$ cat config.mk
export PLATFORM = sky130hd
export DESIGN_NAME = sfl_queue
export DESIGN_NICKNAME = d
export VERILOG_FILES = /design/src/rtl/core/sfl_pkg.sv /design/src/rtl/core/sfl_queue.sv
export SDC_FILE = /design/constraint.sdc
export NUM_CORES = 1
export LEC_CHECK = 0
export BUFFER_PORTS_ARGS = -buffer_cell sky130_fd_sc_hd__buf_2
export CAP_MARGIN = 0
export CORE_MARGIN = 2
export CORE_UTILIZATION = 47
export DETAILED_ROUTE_END_ITERATION = 6
export PLACE_DENSITY = 0.81
export RECOVER_POWER = 100
export SLEW_MARGIN = 20
export SYNTH_ARGS = -nofsm -noshare
export SYNTH_HDL_FRONTEND = slang
export SYNTH_SLANG_ARGS = --single-unit
$ cat constraint.sdc
create_clock -name clk -period 4.17 [get_ports clk]
set_input_delay 0.2085 -clock clk [delete_from_list [all_inputs] [get_ports clk]]
set_output_delay 0.2085 -clock clk [all_outputs]
set_load 0.005 [all_outputs]
$ cat src/rtl/core/sfl_pkg.sv
// Shared constants, types and record formats of the stream frame loss monitor.
package sfl_pkg;

    localparam int STREAMS     = 256;
    localparam int IDX_BITS    = $clog2(STREAMS);
    localparam int SID_BITS    = 8;
    localparam int SEQ_BITS    = 16;
    localparam int TIME_BITS   = 48;
    localparam int MAC_BITS    = 48;
    localparam int DELAY_BITS  = 48;
    localparam int PRIO_BITS   = 3;
    localparam int CNT_BITS    = 32;
    localparam int DELTA_BITS  = 17;
    localparam int CLASS_BITS  = 2;
    localparam int ENTRY_BITS  = SEQ_BITS + CNT_BITS;
    localparam int QUEUE_DEPTH = 2;

    typedef enum logic [CLASS_BITS-1:0] {
        CLS_IN_ORDER = 2'd0,
        CLS_GAP      = 2'd1,
        CLS_LATE     = 2'd2
    } frame_class_t;

    typedef struct packed {
        logic                  addr_mismatch;
        logic [DELAY_BITS-1:0] path_delay;
        logic                  delay_error;
        logic [SID_BITS-1:0]   stream_id;
        logic [SEQ_BITS-1:0]   seq_no;
        logic [PRIO_BITS-1:0]  priority_req;
    } front_rec_t;

endpackage

$ cat src/rtl/core/sfl_queue.sv
// Short queue of front-part frame records between the front and back parts.
module sfl_queue
    import sfl_pkg::*;
(
    input  logic       clk,
    input  logic       rst_n,
    input  logic       push_valid,
    output logic       push_ready,
    input  front_rec_t push_rec,
    output logic       pop_valid,
    input  logic       pop_ready,
    output front_rec_t pop_rec
);
    localparam int PTR_BITS = (QUEUE_DEPTH > 1) ? $clog2(QUEUE_DEPTH) : 1;
    localparam int CNT_W    = $clog2(QUEUE_DEPTH + 1);

    front_rec_t          entries [QUEUE_DEPTH];
    logic [PTR_BITS-1:0] wr_ptr_reg;
    logic [PTR_BITS-1:0] rd_ptr_reg;
    logic [CNT_W-1:0]    count_reg;
    logic                push;
    logic                pop;

    assign push_ready = count_reg != CNT_W'(QUEUE_DEPTH);
    assign pop_valid  = count_reg != '0;
    assign pop_rec    = entries[rd_ptr_reg];
    assign push       = push_valid && push_ready;
    assign pop        = pop_valid && pop_ready;

    always_ff @(posedge clk)
    begin
        if (push)
        begin
            entries[wr_ptr_reg] <= push_rec;
        end
    end

    always_ff @(posedge clk or negedge rst_n)
    begin
        if (!rst_n)
        begin
            wr_ptr_reg <= '0;
            rd_ptr_reg <= '0;
            count_reg  <= '0;
        end
        else
        begin
            if (push)
            begin
                wr_ptr_reg <= (wr_ptr_reg == PTR_BITS'(QUEUE_DEPTH - 1))
                    ? '0 : wr_ptr_reg + 1'b1;
            end
            if (pop)
            begin
                rd_ptr_reg <= (rd_ptr_reg == PTR_BITS'(QUEUE_DEPTH - 1))
                    ? '0 : rd_ptr_reg + 1'b1;
            end
            if (push && !pop)
            begin
                count_reg <= count_reg + 1'b1;
            end
            else if (pop && !push)
            begin
                count_reg <= count_reg - 1'b1;
            end
        end
    end
endmodule

==> metrics.txt <==
row count=40; cts hold-fix bufs=78; Max Clock Freq=345 MHz; vias in the first global route=3479; Post-Synth XOR/XNOR Area=0.00751; worst r2r src=count_reg[0]; antenna violations before repair=0; Pwr Density=641 mW/mm2; flip-flop and latch area=0.00473 mm2; Synth Area in Compound Gates=0; share of cells above drive strength 1=0.298; gpl congestion=0.699; max-slew violation count=99; Root Buffer=clkbuf_16; Die Wd=between 100 and 150 um; dpl hpwl=6.37 mm; DIE AREA=0.0133 mm2; final period utilization=0.694; Critical Path Source=count_reg[0]; Area Overhead vs Synth=36.8%; DR iter-0 viols=184; H-Tree Depth=4; multi-input logic area=962 um2; I/O pins=160; max FFs per register=154; CTS tree=done; total number of vias=3283; crit path kind=flip-flop to flip-flop; Max-slew headroom=-0.236; Seq/Total Area, Yosys=0.810; CTS Buf Count=17; final setup fails=0; grt ovf=0; FILL cells=874; cell count of the worst reg-to-reg path=4; pin count of the biggest net entering global routing=78; setup TNS=0 ns; post-placement worst setup slack=2.01 ns; Vias/cell=4.77; register clock-pin slew on the reported worst setup and hold paths=~0.060 ns; DRC violations left=0; critical path capture point type=flip-flop; startpoint types=flip-flop; post-route ant nets=0; Sink Count=approximately 160; crit path DAT=just under 3 ns; unrepaired setup endpoints after global routing=no; wire per inst=16.6 um; path type of the worst min-delay path=primary input to flip-flop; Leak Pwr=0.00282 uW; WL final=11.4 mm; CTS resizes=0; Starting Density=0.483; first-pass GRT wire length=17.0 mm; Post-CTS Setup Bufs=0; first-pass detailed-route iteration total=4; CP endpoint=entries[0][55]; post-route setup slack=1.28 ns; VDD IR max=0.423 mV; core area=0.0121 mm2; Adder-Cell Fraction of Synth Area=0.00215; synthesized area per cell=22.6 um2; CP Max Fanout=57; reg2reg setup slack=1.28 ns; required time worst endpoint=4.24 ns; number of synthesized register bits=roughly 160; largest family of logic cells by synthesized area=multiplexers; min cycle time layout=2.89 ns; Global Route Usage Sum=0.174; area share of and/or/nand/nor cells after synthesis=0.00579; Clock Path Buffers=2; Worst-Skew Late Latency=approximately 0.41 ns; Buffers on Ports=159; Syn Nets=340; Cell Area, Synth=0.00583 mm2; worst slew pin tran=~1.8 ns; outcome=finished, violations left; violated checks=capacitance limit, slew limit; Synth warnings=0; final hold violation count=0; Inserted Diodes=0; Nets=589; maxcap violations=2; multiplexer share of the synthesized area=0.162; Synth Instances=258; synth unique cells=15; Die H=115 um; Clock Skew=0.00568 ns; reg2reg end=entries[0][55]
==> worst max-delay path, cell delays in order (launching register included) <==
cell and delay, ns:
dfrtp_1 0.42, nand2b_1 0.18, nand2_1 0.11, nor2_1 1.38, buf_12 0.38
==> report_power, final <==
part	total, uW	internal [uW]	switching (uW)
sequential	2400	2190	219
combinational	1190	627	566
clock	1510	937	576
==> area by class of cell <==
type / count / share of cell area
clock buffers: 21 / 0.0552
clock inverters: 11 / 0.0179
inverters: 1 / 0.000471
multi-input cells: 90 / 0.121
flip-flops and latches: 158 / 0.593
well taps: 168 / 0.0264
repair buffers: 239 / 0.186
==> synth_stat cells <==
library cell,count,area share
and3_1,1,0.0011
buf_2,5,0.0043
buf_6,4,0.0077
dfrtp_1,4,0.017
edfxtp_1,154,0.79
ha_1,1,0.0021
inv_1,1,0.00064
mux2_2,57,0.11
mux2_4,20,0.052
nand2_1,2,0.0013
nand2b_1,1,0.0011
nor2_1,2,0.0013
or2_2,1,0.0011
xnor2_1,3,0.0045
xor2_1,2,0.0030
==> kinds of logic (layout without fill, tap and decap cells) <==
| family | count (synthesis) | in the layout |
|---|---|---|
| xor+xnor | 5 | 5 |
| fa+ha+maj | 1 | 1 |
| buf+inv | 10 | 272 |
| flops | 158 | 158 |
| mux | 77 | 77 |
| simple gates | 7 | 7 |
==> cells in the final DEF, fill, tap and decap left out, drive strengths merged <==
master,count
and3,1
nor2,2
dfrtp,4
dlygate4sd3,78
clkbuf,113
xor2,2
edfxtp,154
clkinv,4
bufinv,3
clkinvlp,4
mux2,77
nand2b,1
nand2,2
or2,1
xnor2,3
inv,1
ha,1
buf,69
==> metal layers <==
| layer | up-vias | GRT usage | routed length, um |
|---|---|---|---|
| li1 | 1518 | - | - |
| met3 | 20 | 0.0575 | 651 |
| met2 | 121 | 0.323 | 6300 |
| met5 | - | 0 | 0 |
| met1 | 1624 | 0.180 | 4240 |
| met4 | 0 | 0.0707 | 208 |
==> how the worst min path moves through the flow <==
stage,to,startpoint,cells after the start,slack (ns)
detailed placement,count_reg[1],rst_n,1,0.02
global placement,count_reg[1],rst_n,1,0.02
global route,rd_ptr_reg,pop_ready,3,0.09
floorplan,count_reg[0],rst_n,0,-0.09
finish,rd_ptr_reg,pop_ready,3,0.10
CTS,rd_ptr_reg,pop_ready,3,0.09
==> stage by stage <==
stage	util	hold slack (ns)	instances	power, uW	cell area [um2]
6_report	0.661	0.101	688	5110	7970
2_1_floorplan	-	-0.0871	258	3200	5830
3_3_place_gp	0.565	0.0197	578	3670	6810
3_5_place_dp	0.565	0.0169	578	3720	6810
4_1_cts	0.678	0.0922	688	5290	8170
5_1_grt	0.661	0.0900	688	5360	7970
Note: power is estimated with default switching activity, not from simulation.
