File: config.mk
export PLATFORM = sky130hd
export DESIGN_NAME = sfl_front_flat
export DESIGN_NICKNAME = d
export VERILOG_FILES = /design/src/rtl/core/sfl_pkg.sv /design/src/rtl/core/sfl_frame_if.sv /design/src/rtl/core/sfl_front.sv /design/src/flat_wrapper.sv
export SDC_FILE = /design/constraint.sdc
export NUM_CORES = 1
export LEC_CHECK = 0
export BUFFER_PORTS_ARGS = -buffer_cell sky130_fd_sc_hd__buf_4
export CAP_MARGIN = 10
export CORE_UTILIZATION = 40
export DETAILED_ROUTE_END_ITERATION = 8
export PLACE_DENSITY = 0.76
export SYNTH_ARGS = -nofsm -noshare
export SYNTH_HDL_FRONTEND = slang
export SYNTH_SLANG_ARGS = --single-unit
File: constraint.sdc
create_clock -name clk -period 8 [get_ports clk]
set_clock_uncertainty 0.1 [all_clocks]
set_input_delay 2.4 -clock clk [delete_from_list [all_inputs] [get_ports clk]]
set_output_delay 2.4 -clock clk [all_outputs]
set_load 0.03 [all_outputs]
File: src/rtl/core/sfl_pkg.sv
// Shared constants, types and record formats of the stream frame loss monitor.
package sfl_pkg;

    localparam int STREAMS     = 256;
    localparam int IDX_BITS    = $clog2(STREAMS);
    localparam int SID_BITS    = 8;
    localparam int SEQ_BITS    = 16;
    localparam int TIME_BITS   = 48;
    localparam int MAC_BITS    = 48;
    localparam int DELAY_BITS  = 48;
    localparam int PRIO_BITS   = 3;
    localparam int CNT_BITS    = 32;
    localparam int DELTA_BITS  = 17;
    localparam int CLASS_BITS  = 2;
    localparam int ENTRY_BITS  = SEQ_BITS + CNT_BITS;
    localparam int QUEUE_DEPTH = 2;

    typedef enum logic [CLASS_BITS-1:0] {
        CLS_IN_ORDER = 2'd0,
        CLS_GAP      = 2'd1,
        CLS_LATE     = 2'd2
    } frame_class_t;

    typedef struct packed {
        logic                  addr_mismatch;
        logic [DELAY_BITS-1:0] path_delay;
        logic                  delay_error;
        logic [SID_BITS-1:0]   stream_id;
        logic [SEQ_BITS-1:0]   seq_no;
        logic [PRIO_BITS-1:0]  priority_req;
    } front_rec_t;

endpackage

File: src/rtl/core/sfl_frame_if.sv
// Item channel that carries received frame descriptors.
interface sfl_frame_if
    import sfl_pkg::*;
();
    logic                 valid;
    logic                 ready;
    logic [MAC_BITS-1:0]  dest_mac;
    logic [SID_BITS-1:0]  stream_id;
    logic [SEQ_BITS-1:0]  seq_no;
    logic [PRIO_BITS-1:0] priority_req;
    logic [TIME_BITS-1:0] arrival_time;
    logic [TIME_BITS-1:0] injection_time;

    modport source (
        output valid, dest_mac, stream_id, seq_no, priority_req,
               arrival_time, injection_time,
        input  ready
    );

    modport sink (
        input  valid, dest_mac, stream_id, seq_no, priority_req,
               arrival_time, injection_time,
        output ready
    );
endinterface

File: src/rtl/core/sfl_front.sv
// Front part: own-address register, destination check and delay computation.
module sfl_front
    import sfl_pkg::*;
(
    input  logic                clk,
    input  logic                rst_n,
    input  logic                cfg_wr_en,
    input  logic [MAC_BITS-1:0] cfg_wr_data,
    sfl_frame_if.sink           frame,
    output logic                push_valid,
    input  logic                push_ready,
    output front_rec_t          push_rec
);
    logic [MAC_BITS-1:0] own_mac_reg;
    logic                later;

    always_ff @(posedge clk or negedge rst_n)
    begin
        if (!rst_n)
        begin
            own_mac_reg <= '0;
        end
        else if (cfg_wr_en)
        begin
            own_mac_reg <= cfg_wr_data;
        end
    end

    always_comb
    begin
        later                  = frame.arrival_time > frame.injection_time;
        push_rec.addr_mismatch = frame.dest_mac != own_mac_reg;
        push_rec.path_delay    = later
            ? DELAY_BITS'(frame.arrival_time - frame.injection_time) : '0;
        push_rec.delay_error   = !later;
        push_rec.stream_id     = frame.stream_id;
        push_rec.seq_no        = frame.seq_no;
        push_rec.priority_req  = frame.priority_req;
    end

    assign push_valid  = frame.valid;
    assign frame.ready = push_ready;
endmodule

File: src/flat_wrapper.sv
// flat-port wrapper written by rule: the top's interface ports become plain ports
module sfl_front_flat import sfl_pkg::*;
  (clk, rst_n, cfg_wr_en, cfg_wr_data, push_valid, push_ready, push_rec, frame_valid, frame_dest_mac, frame_stream_id, frame_seq_no, frame_priority_req, frame_arrival_time, frame_injection_time, frame_ready);
  sfl_frame_if frame_i ();
  input  logic clk;
  input  logic rst_n;
  input  logic cfg_wr_en;
  input  logic [MAC_BITS-1:0] cfg_wr_data;
  output logic push_valid;
  input  logic push_ready;
  output front_rec_t push_rec;
  input wire logic [$bits(frame_i.valid)-1:0] frame_valid;
  input wire logic [$bits(frame_i.dest_mac)-1:0] frame_dest_mac;
  input wire logic [$bits(frame_i.stream_id)-1:0] frame_stream_id;
  input wire logic [$bits(frame_i.seq_no)-1:0] frame_seq_no;
  input wire logic [$bits(frame_i.priority_req)-1:0] frame_priority_req;
  input wire logic [$bits(frame_i.arrival_time)-1:0] frame_arrival_time;
  input wire logic [$bits(frame_i.injection_time)-1:0] frame_injection_time;
  output wire logic [$bits(frame_i.ready)-1:0] frame_ready;
  assign frame_i.valid = frame_valid;
  assign frame_i.dest_mac = frame_dest_mac;
  assign frame_i.stream_id = frame_stream_id;
  assign frame_i.seq_no = frame_seq_no;
  assign frame_i.priority_req = frame_priority_req;
  assign frame_i.arrival_time = frame_arrival_time;
  assign frame_i.injection_time = frame_injection_time;
  assign frame_ready = frame_i.ready;
  sfl_front u_core (.clk(clk), .rst_n(rst_n), .cfg_wr_en(cfg_wr_en), .cfg_wr_data(cfg_wr_data), .frame(frame_i), .push_valid(push_valid), .push_ready(push_ready), .push_rec(push_rec));
endmodule
==> impl_metrics.json, run 1 <==
{
  "core_region_area_um2": 14100,
  "start_kind": "input pin",
  "maxCapViolCount": 0,
  "drive_gt1_share_pct": 34.3,
  "ant_nets": 0,
  "die_h_um": 123,
  "path_clk_slew_ps": 70,
  "crit_cells": 13,
  "place.gp.congestion": 0.903,
  "synthCells": 740,
  "synth_cell_types": 65,
  "ys_ff_latch": 48,
  "clock-root-buffer": "clkbuf_16",
  "hold_depth": 1,
  "drt_pass1_iterations": 5,
  "fin_nets": 1208,
  "row_count": 43,
  "largest_reg_flops": 48,
  "clock.fmax_ghz": 0.130,
  "r2r_cells": 1,
  "synth_ff_type": "dfrtp_1",
  "rsz0062_at_grt": "no",
  "htreeDepth": 2,
  "vias": 5917,
  "avgViaCountPerCell": 5.30,
  "critPathMaxStageDelay_ps": 400,
  "whs_endpoint": "u_core.own_mac_reg[14]",
  "min_path_type": "flip-flop to flip-flop",
  "cp-end-kind": "output port",
  "synth_area_leaders": "dfrtp_1, xnor2_1, ha_1",
  "fin_crit_ps": 7710,
  "syn_area_um2": 5870,
  "post_cts_buffers": 0,
  "setup_viol": 0,
  "numCtsBuffers": 5,
  "gr-total-overflow": 0,
  "final_cell_count_no_fill": 1116,
  "finalHoldViolCount": 0,
  "cts_max_path_buffers": 2,
  "grtUsageTotal_pct": 22.7,
  "postLayoutCellArea_um2": 7740,
  "synth_area_per_cell_um2": 7.93,
  "cts_resized": 0,
  "synth_top_area_share_pct": 20.5,
  "cp_top_family": "compound AO/OA/AOI/OAI gates",
  "ys_warn_count": 0,
  "antenna_found_initial": 0,
  "use_met3_pct": 5.86,
  "relSlewSlack_pct": 59.2,
  "yosysTopAreaCell": "dfrtp_1",
  "drt_iter0_drc": 269,
  "worstPathRequired_ps": 5500,
  "leakagePower_uw": 0.00371,
  "power_density_nw_per_um2": 133,
  "final-max-slew-violation-count": 0,
  "tritoncts": "built",
  "gr-max-usage-layer": "met2",
  "min_from": "u_core.own_mac_reg[14]",
  "diodes": 0,
  "crit_buf_inv": 3,
  "hold_buffers": 0,
  "cp_common_cell": "buf_4",
  "routedWlPerCell_um": 15.6,
  "syn2layout_area_growth_pct": 31.9,
  "dp_cells": 1108,
  "syn_nets": 1013,
  "status": "finished clean",
  "die_x_um": 123,
  "r2r_slack_ps": 7100,
  "cp_max_fo": 14,
  "cts.sinks": 48,
  "post-dp-hpwl_mm": 14.8,
  "regToRegStartpoint": "u_core.own_mac_reg[26]",
  "place_area_um2": 7580,
  "yosysSeqAreaShare_pct": 20.5,
  "synth_edf_count": 0,
  "drc": 0,
  "path_class": "input pin to output port",
  "ios": 303,
  "portBuffers": 244,
  "tns_ps": 0,
  "r2r-end": "u_core.own_mac_reg[26]",
  "grt_max_degree": 49,
  "worstMarginPinSlew_ps": 613,
  "peakVddDrop_mv": 0.131,
  "path_cells": "buf_4, ha_1, fa_1, nand2b_1, a21oi_2, o21ai_1, a31oi_2, a22oi_1, a21o_1, buf_4, or3_1, nand3_1, buf_4",
  "final_common_cell": "buf_4",
  "met2_usage_pct": 40.0,
  "clock_latency_ps": 280,
  "start_util_pct": 41.6,
  "most-common-layout-cells": "buf_4, nor2_1, xnor2_1",
  "grt_pass1_vias": 5818,
  "async_reset_ff_share_pct": 100,
  "crit_arrival_ps": 5210,
  "finalCritPeriodShare_pct": 96.3,
  "grt_pass1_wl_mm": 27.1,
  "cp_slowest_cell": "fa_1",
  "dieArea_um2": 15200,
  "met1_usage_pct": 26.5,
  "routed_wl_mm": 17.4
}
## worst max-delay path by stage
stage,from,endpoint,slack (ps)
floorplan,frame_arrival_time[0],push_rec[71],430
global placement,frame_arrival_time[0],push_rec[69],330
detailed placement,frame_arrival_time[0],push_rec[69],310
CTS,frame_arrival_time[0],push_rec[69],300
global route,frame_injection_time[0],push_rec[70],150
finish,frame_injection_time[0],push_rec[69],290
## cells by family after synthesis
group	count (synthesis)	synth area share, %
compound gates	169	18.8
fa+ha+maj	49	10.6
buf+inv	120	10.0
mux	50	9.58
flops	48	20.5
xor+xnor	86	12.8
simple gates	218	17.7
## metrics by stage
stage / hold slack (ps) / util [%] / setup WS [ps] / total power [uW]
final: 429 / 54.9 / 293 / 1030
after global routing: 444 / 54.9 / 149 / 1090
after CTS: 433 / 54.9 / 300 / 1030
after detailed placement: 418 / 53.8 / 308 / 815
after global placement: 412 / 53.8 / 325 / 807
after floorplan: 402 / - / 428 / 656
## synthesized netlist by cell type (4+ instances only)
cell / n
a31oi_1: 6
nand4_1: 28
o21ai_1: 20
and3_1: 7
clkbuf_1: 5
nor4_1: 6
nand3_1: 11
nor3_1: 12
mux2_2: 48
xor2_1: 13
o21a_1: 4
buf_4: 29
nand2_1: 43
o21bai_1: 8
a21o_1: 16
and2_1: 5
ha_1: 48
buf_2: 22
a21oi_1: 64
nand2b_1: 4
xnor2_1: 73
dfrtp_1: 48
nor2_1: 82
nor2b_1: 5
inv_1: 61
o21ai_0: 20
## report_power, final
part           switching [uW]  internal (uW)
sequential               17.2            267
combinational             283            245
clock                    91.2            125
## layout make-up
cell class | instances | area, um2
clock buffer | 6 | 139
clock inverter | 2 | 13.8
fill | 1355 | 6360
inverter | 62 | 233
multi-input combinational | 572 | 4080
sequential | 48 | 1200
tap | 180 | 225
timing repair buffer | 246 | 1850
## routing by layer
metal	vias up	share of wire (%)	wire [um]
li1	2933	-	-
met1	2716	40	7010
met2	230	48	8320
met3	38	9.1	1590
met4	0	2.7	476
met5	-	0	0
Note: power is estimated with default switching activity, not from simulation.
==> inputs of run 2 (changes only) <==
Settings changed: CTS_BUF_LIST set to sky130_fd_sc_hd__clkbuf_4.
==> impl_metrics.json, run 2 (synthesis gave the netlist of run 1 again) <==
{
  "maxCapViolCount": 0,
  "r2r-end": "u_core.own_mac_reg[44]",
  "holdWs_ps": 445,
  "status": "finished clean",
  "cp-end-kind": "output port",
  "drive_gt1_share_pct": 34.2,
  "die_h_um": 123,
  "antenna_found_initial": 1,
  "leakagePower_uw": 0.00367,
  "r2r_slack_ps": 7110,
  "hold_depth": 1,
  "critPathMaxStageDelay_ps": 400,
  "multi_input_area_um2": 4080,
  "largest_reg_flops": 48,
  "setup_ws_ps": 298,
  "grt_max_degree": 49,
  "drc": 0,
  "final-max-slew-violation-count": 0,
  "finalHoldViolCount": 0,
  "start_kind": "input pin",
  "vias": 5939,
  "start_util_pct": 41.6,
  "htreeDepth": 2,
  "cts.sinks": 48,
  "cp_slowest_cell": "fa_1",
  "avgViaCountPerCell": 5.32,
  "final_common_cell": "buf_4",
  "path_cells": "buf_4, ha_1, fa_1, nand2b_1, a21oi_2, o21ai_1, a31oi_2, a22oi_1, a21o_1, buf_4, or3_1, nand3_1, buf_4",
  "post_cts_buffers": 0,
  "min_path_type": "flip-flop to flip-flop",
  "rsz0062_at_grt": "no",
  "drt_pass1_iterations": 4,
  "whs_endpoint": "u_core.own_mac_reg[32]",
  "peakVddDrop_mv": 0.123,
  "crit_buf_inv": 3,
  "most-common-layout-cells": "buf_4, nor2_1, xnor2_1",
  "grt_pass1_vias": 5804,
  "tns_ps": 0,
  "ant_nets": 0,
  "row_count": 43,
  "routed_wl_mm": 17.3,
  "grt_pass1_wl_mm": 27.0,
  "finalCritPeriodShare_pct": 96.3,
  "tritoncts": "built",
  "ios": 303,
  "path_class": "input pin to output port",
  "crit_arrival_ps": 5200,
  "routedWlPerCell_um": 15.5,
  "cp_max_fo": 14,
  "clock.fmax_ghz": 0.130,
  "worstPathRequired_ps": 5500,
  "power_density_nw_per_um2": 121,
  "clock_latency_ps": 340,
  "postLayoutCellArea_um2": 7640,
  "place_area_um2": 7580,
  "dieArea_um2": 15200,
  "p_total_uw": 925,
  "die_x_um": 123,
  "cp_common_cell": "buf_4",
  "portBuffers": 244,
  "syn2layout_area_growth_pct": 30.3,
  "place.gp.congestion": 0.903,
  "core_region_area_um2": 14100,
  "min_from": "u_core.own_mac_reg[32]",
  "drt_iter0_drc": 241,
  "seqCellArea_um2": 1200,
  "regToRegStartpoint": "u_core.own_mac_reg[44]",
  "cts_max_path_buffers": 2,
  "r2r_cells": 1,
  "place_ws_ps": 308,
  "clock-root-buffer": "clkbuf_4",
  "worstMarginPinSlew_ps": 609,
  "grtUsageTotal_pct": 22.5,
  "gr-total-overflow": 0,
  "fin_crit_ps": 7700,
  "numCtsBuffers": 5,
  "path_clk_slew_ps": 130,
  "hold_buffers": 0,
  "post-dp-hpwl_mm": 14.8,
  "cts_resized": 0,
  "fin_nets": 1208,
  "fillers": 1371,
  "cp_top_family": "compound AO/OA/AOI/OAI gates",
  "setup_viol": 0,
  "relSlewSlack_pct": 59.4
}
==> run 2: changes by cell type in the layout (fill, tap and decap cells not counted), sizes merged <==
| cell | delta |
|---|---|
| diode | +1 |
| clkbuf | -1 |
| clkinv | +1 |
==> run 2: power by group <==
group | leakage, uW | total, uW | internal, uW | switching [uW]
registers | 0.000561 | 284 | 267 | 17.1
clock network | 0.0000330 | 113 | 34.1 | 79.1
logic | 0.00307 | 528 | 245 | 283
total | 0.00367 | 925 | 546 | 379
==> run 2: through the flow <==
stage                     util, %  cells
final                        54.2   1117
after global placement       53.8   1108
after CTS                    54.2   1116
after floorplan                 -    740
after detailed placement     53.8   1108
after global routing         54.2   1117
==> run 2: worst max path at each step <==
stage,cells after the start,startpoint,slack [ps],end
global route,13,frame_injection_time[0],150,push_rec[70]
CTS,14,frame_arrival_time[0],300,push_rec[69]
global placement,14,frame_arrival_time[0],330,push_rec[69]
finish,13,frame_injection_time[0],300,push_rec[69]
detailed placement,14,frame_arrival_time[0],310,push_rec[69]
floorplan,11,frame_arrival_time[0],430,push_rec[71]
==> run 2: layout make-up <==
class                   instances  area share, %
diodes                          1         0.0327
clock buffers                   5          0.491
clock inverters                 3          0.229
inverters                      62           3.05
multi-input cells             572           53.4
flip-flops and latches         48           15.7
well taps                     180           2.95
repair buffers                246           24.2
==> run 2: layer usage <==
metal	routed length [um]	vias to the layer above	global-route usage, %	share of wire (%)
met1	6950	2732	26.4	40
met2	8200	237	39.5	48
li1	-	2930	-	-
met3	1610	40	5.81	9.3
met4	505	0	8.21	2.9
met5	0	-	0	0
==> inputs of run 3 (changes only) <==
==> constraint.sdc (replaced) <==
create_clock -name clk -period 8 [get_ports clk]
set_clock_uncertainty 0.1 [all_clocks]
set_input_delay 2.4 -clock clk [delete_from_list [all_inputs] [get_ports clk]]
set_output_delay 2.4 -clock clk [all_outputs]
set_load 0.01 [all_outputs]
==> impl_metrics.json, run 3 (synthesis gave the netlist of run 1 again) <==
{
  "start_kind": "input pin",
  "wl_met2_mm": 8.37,
  "vias": 5926,
  "crit_arrival_ps": 5160,
  "cts_resized": 0,
  "place.gp.congestion": 0.899,
  "final-max-slew-violation-count": 0,
  "drc": 0,
  "r2r-end": "u_core.own_mac_reg[22]",
  "grt_pass1_vias": 5802,
  "grt_pass1_wl_mm": 27.1,
  "fin_nets": 1211,
  "post-dp-hpwl_mm": 15.0,
  "r2r_cells": 1,
  "portBuffers": 244,
  "cp-end-kind": "output port",
  "dieArea_um2": 15200,
  "min_path_type": "flip-flop to flip-flop",
  "start_util_pct": 41.6,
  "post-route-util_pct": 54.7,
  "relSlewSlack_pct": 58.4,
  "core_region_area_um2": 14100,
  "rsz0062_at_grt": "no",
  "row_count": 43,
  "clock-root-buffer": "clkbuf_4",
  "ios": 303,
  "fin_crit_ps": 7660,
  "path_clk_slew_ps": 120,
  "wl_met1_mm": 6.97,
  "drt_iter0_drc": 294,
  "die_h_um": 123,
  "grt_max_degree": 49,
  "drive_gt1_share_pct": 34.4,
  "tns_ps": 0,
  "worstMarginPinSlew_ps": 624,
  "fillers": 1359,
  "worstPathRequired_ps": 5500,
  "whs_endpoint": "u_core.own_mac_reg[32]",
  "hold_buffers": 0,
  "largest_reg_flops": 48,
  "wl_met3_mm": 1.78,
  "postLayoutCellArea_um2": 7710,
  "final_common_cell": "buf_4",
  "gr-total-overflow": 0,
  "post_cts_buffers": 0,
  "most-common-layout-cells": "buf_4, nor2_1, xnor2_1",
  "hold_depth": 1,
  "cp_max_fo": 13,
  "routedWlPerCell_um": 15.6,
  "htreeDepth": 2,
  "peakVddDrop_mv": 0.126,
  "numCtsBuffers": 5,
  "drt_pass1_iterations": 5,
  "finalHoldViolCount": 0,
  "syn2layout_area_growth_pct": 31.4,
  "path_class": "input pin to output port",
  "setup_ws_ps": 336,
  "min_from": "u_core.own_mac_reg[32]",
  "routed_wl_mm": 17.5,
  "status": "finished clean",
  "antenna_found_initial": 1,
  "leakagePower_uw": 0.00370,
  "clock.fmax_ghz": 0.130,
  "place_area_um2": 7610,
  "avgViaCountPerCell": 5.30,
  "clock_latency_ps": 370,
  "die_x_um": 123,
  "ant_nets": 0,
  "setup_viol": 0,
  "finalCritPeriodShare_pct": 95.8,
  "regToRegStartpoint": "u_core.own_mac_reg[22]",
  "cts.sinks": 48,
  "highest_layer": "met4",
  "maxCapViolCount": 0,
  "tritoncts": "built",
  "place_ws_ps": 374,
  "cts_max_path_buffers": 2,
  "r2r_slack_ps": 7100,
  "grtUsageTotal_pct": 22.7,
  "power_density_nw_per_um2": 123
}
## run 3: cell types whose count changed in the layout (fill, tap and decap cells not counted)
cell and change:
bufinv_16 +2, buf_4 +3, clkinv_2 -1, clkinv_1 -1
inv_6 -1
## run 3: critical path, cell delays in order
cell      delay (ps)
buf_4            110
ha_1             220
fa_1             400
nand2b_1         190
a21oi_2          180
o21ai_1          120
a31oi_2          290
a22oi_1          140
a21o_1           340
a221o_1          330
a311oi_1         270
buf_4            170
## run 3: metal layers
metal / vias up / global-route usage, %
li1: 2945 / -
met1: 2693 / 26.7
met3: 36 / 6.37
met2: 252 / 39.9
met5: - / 0
met4: 0 / 6.78
## run 3: worst max path at each step
stage / end / startpoint
final: push_rec[71] / frame_injection_time[0]
after global routing: push_rec[71] / frame_injection_time[0]
after CTS: push_rec[71] / frame_injection_time[0]
after detailed placement: push_rec[71] / frame_injection_time[0]
after global placement: push_rec[53] / frame_arrival_time[0]
after floorplan: push_rec[56] / frame_arrival_time[0]
## run 3: metrics by stage
stage | hold slack, ps | instances | power, uW
floorplan | 402 | 740 | 605
global placement | 411 | 1111 | 770
detailed placement | 418 | 1111 | 777
CTS | 447 | 1118 | 950
global route | 458 | 1119 | 1010
finish | 446 | 1119 | 948
## run 3: area by class of cell
cell class              count  area [um2]  share of cell area, %
repair buffers            249        1870                   24.3
clock buffers               5        37.5                  0.487
diodes                      1        2.50                 0.0325
flip-flops and latches     48        1200                   15.6
well taps                 180         225                   2.92
clock inverters             2        60.1                  0.779
multi-input cells         572        4080                   52.9
inverters                  62         233                   3.02
## run 3: report_power, final
group | internal [uW] | switching, uW
combinational | 246 | 245
sequential | 267 | 17.3
clock | 95.7 | 77.3
total | 608 | 339
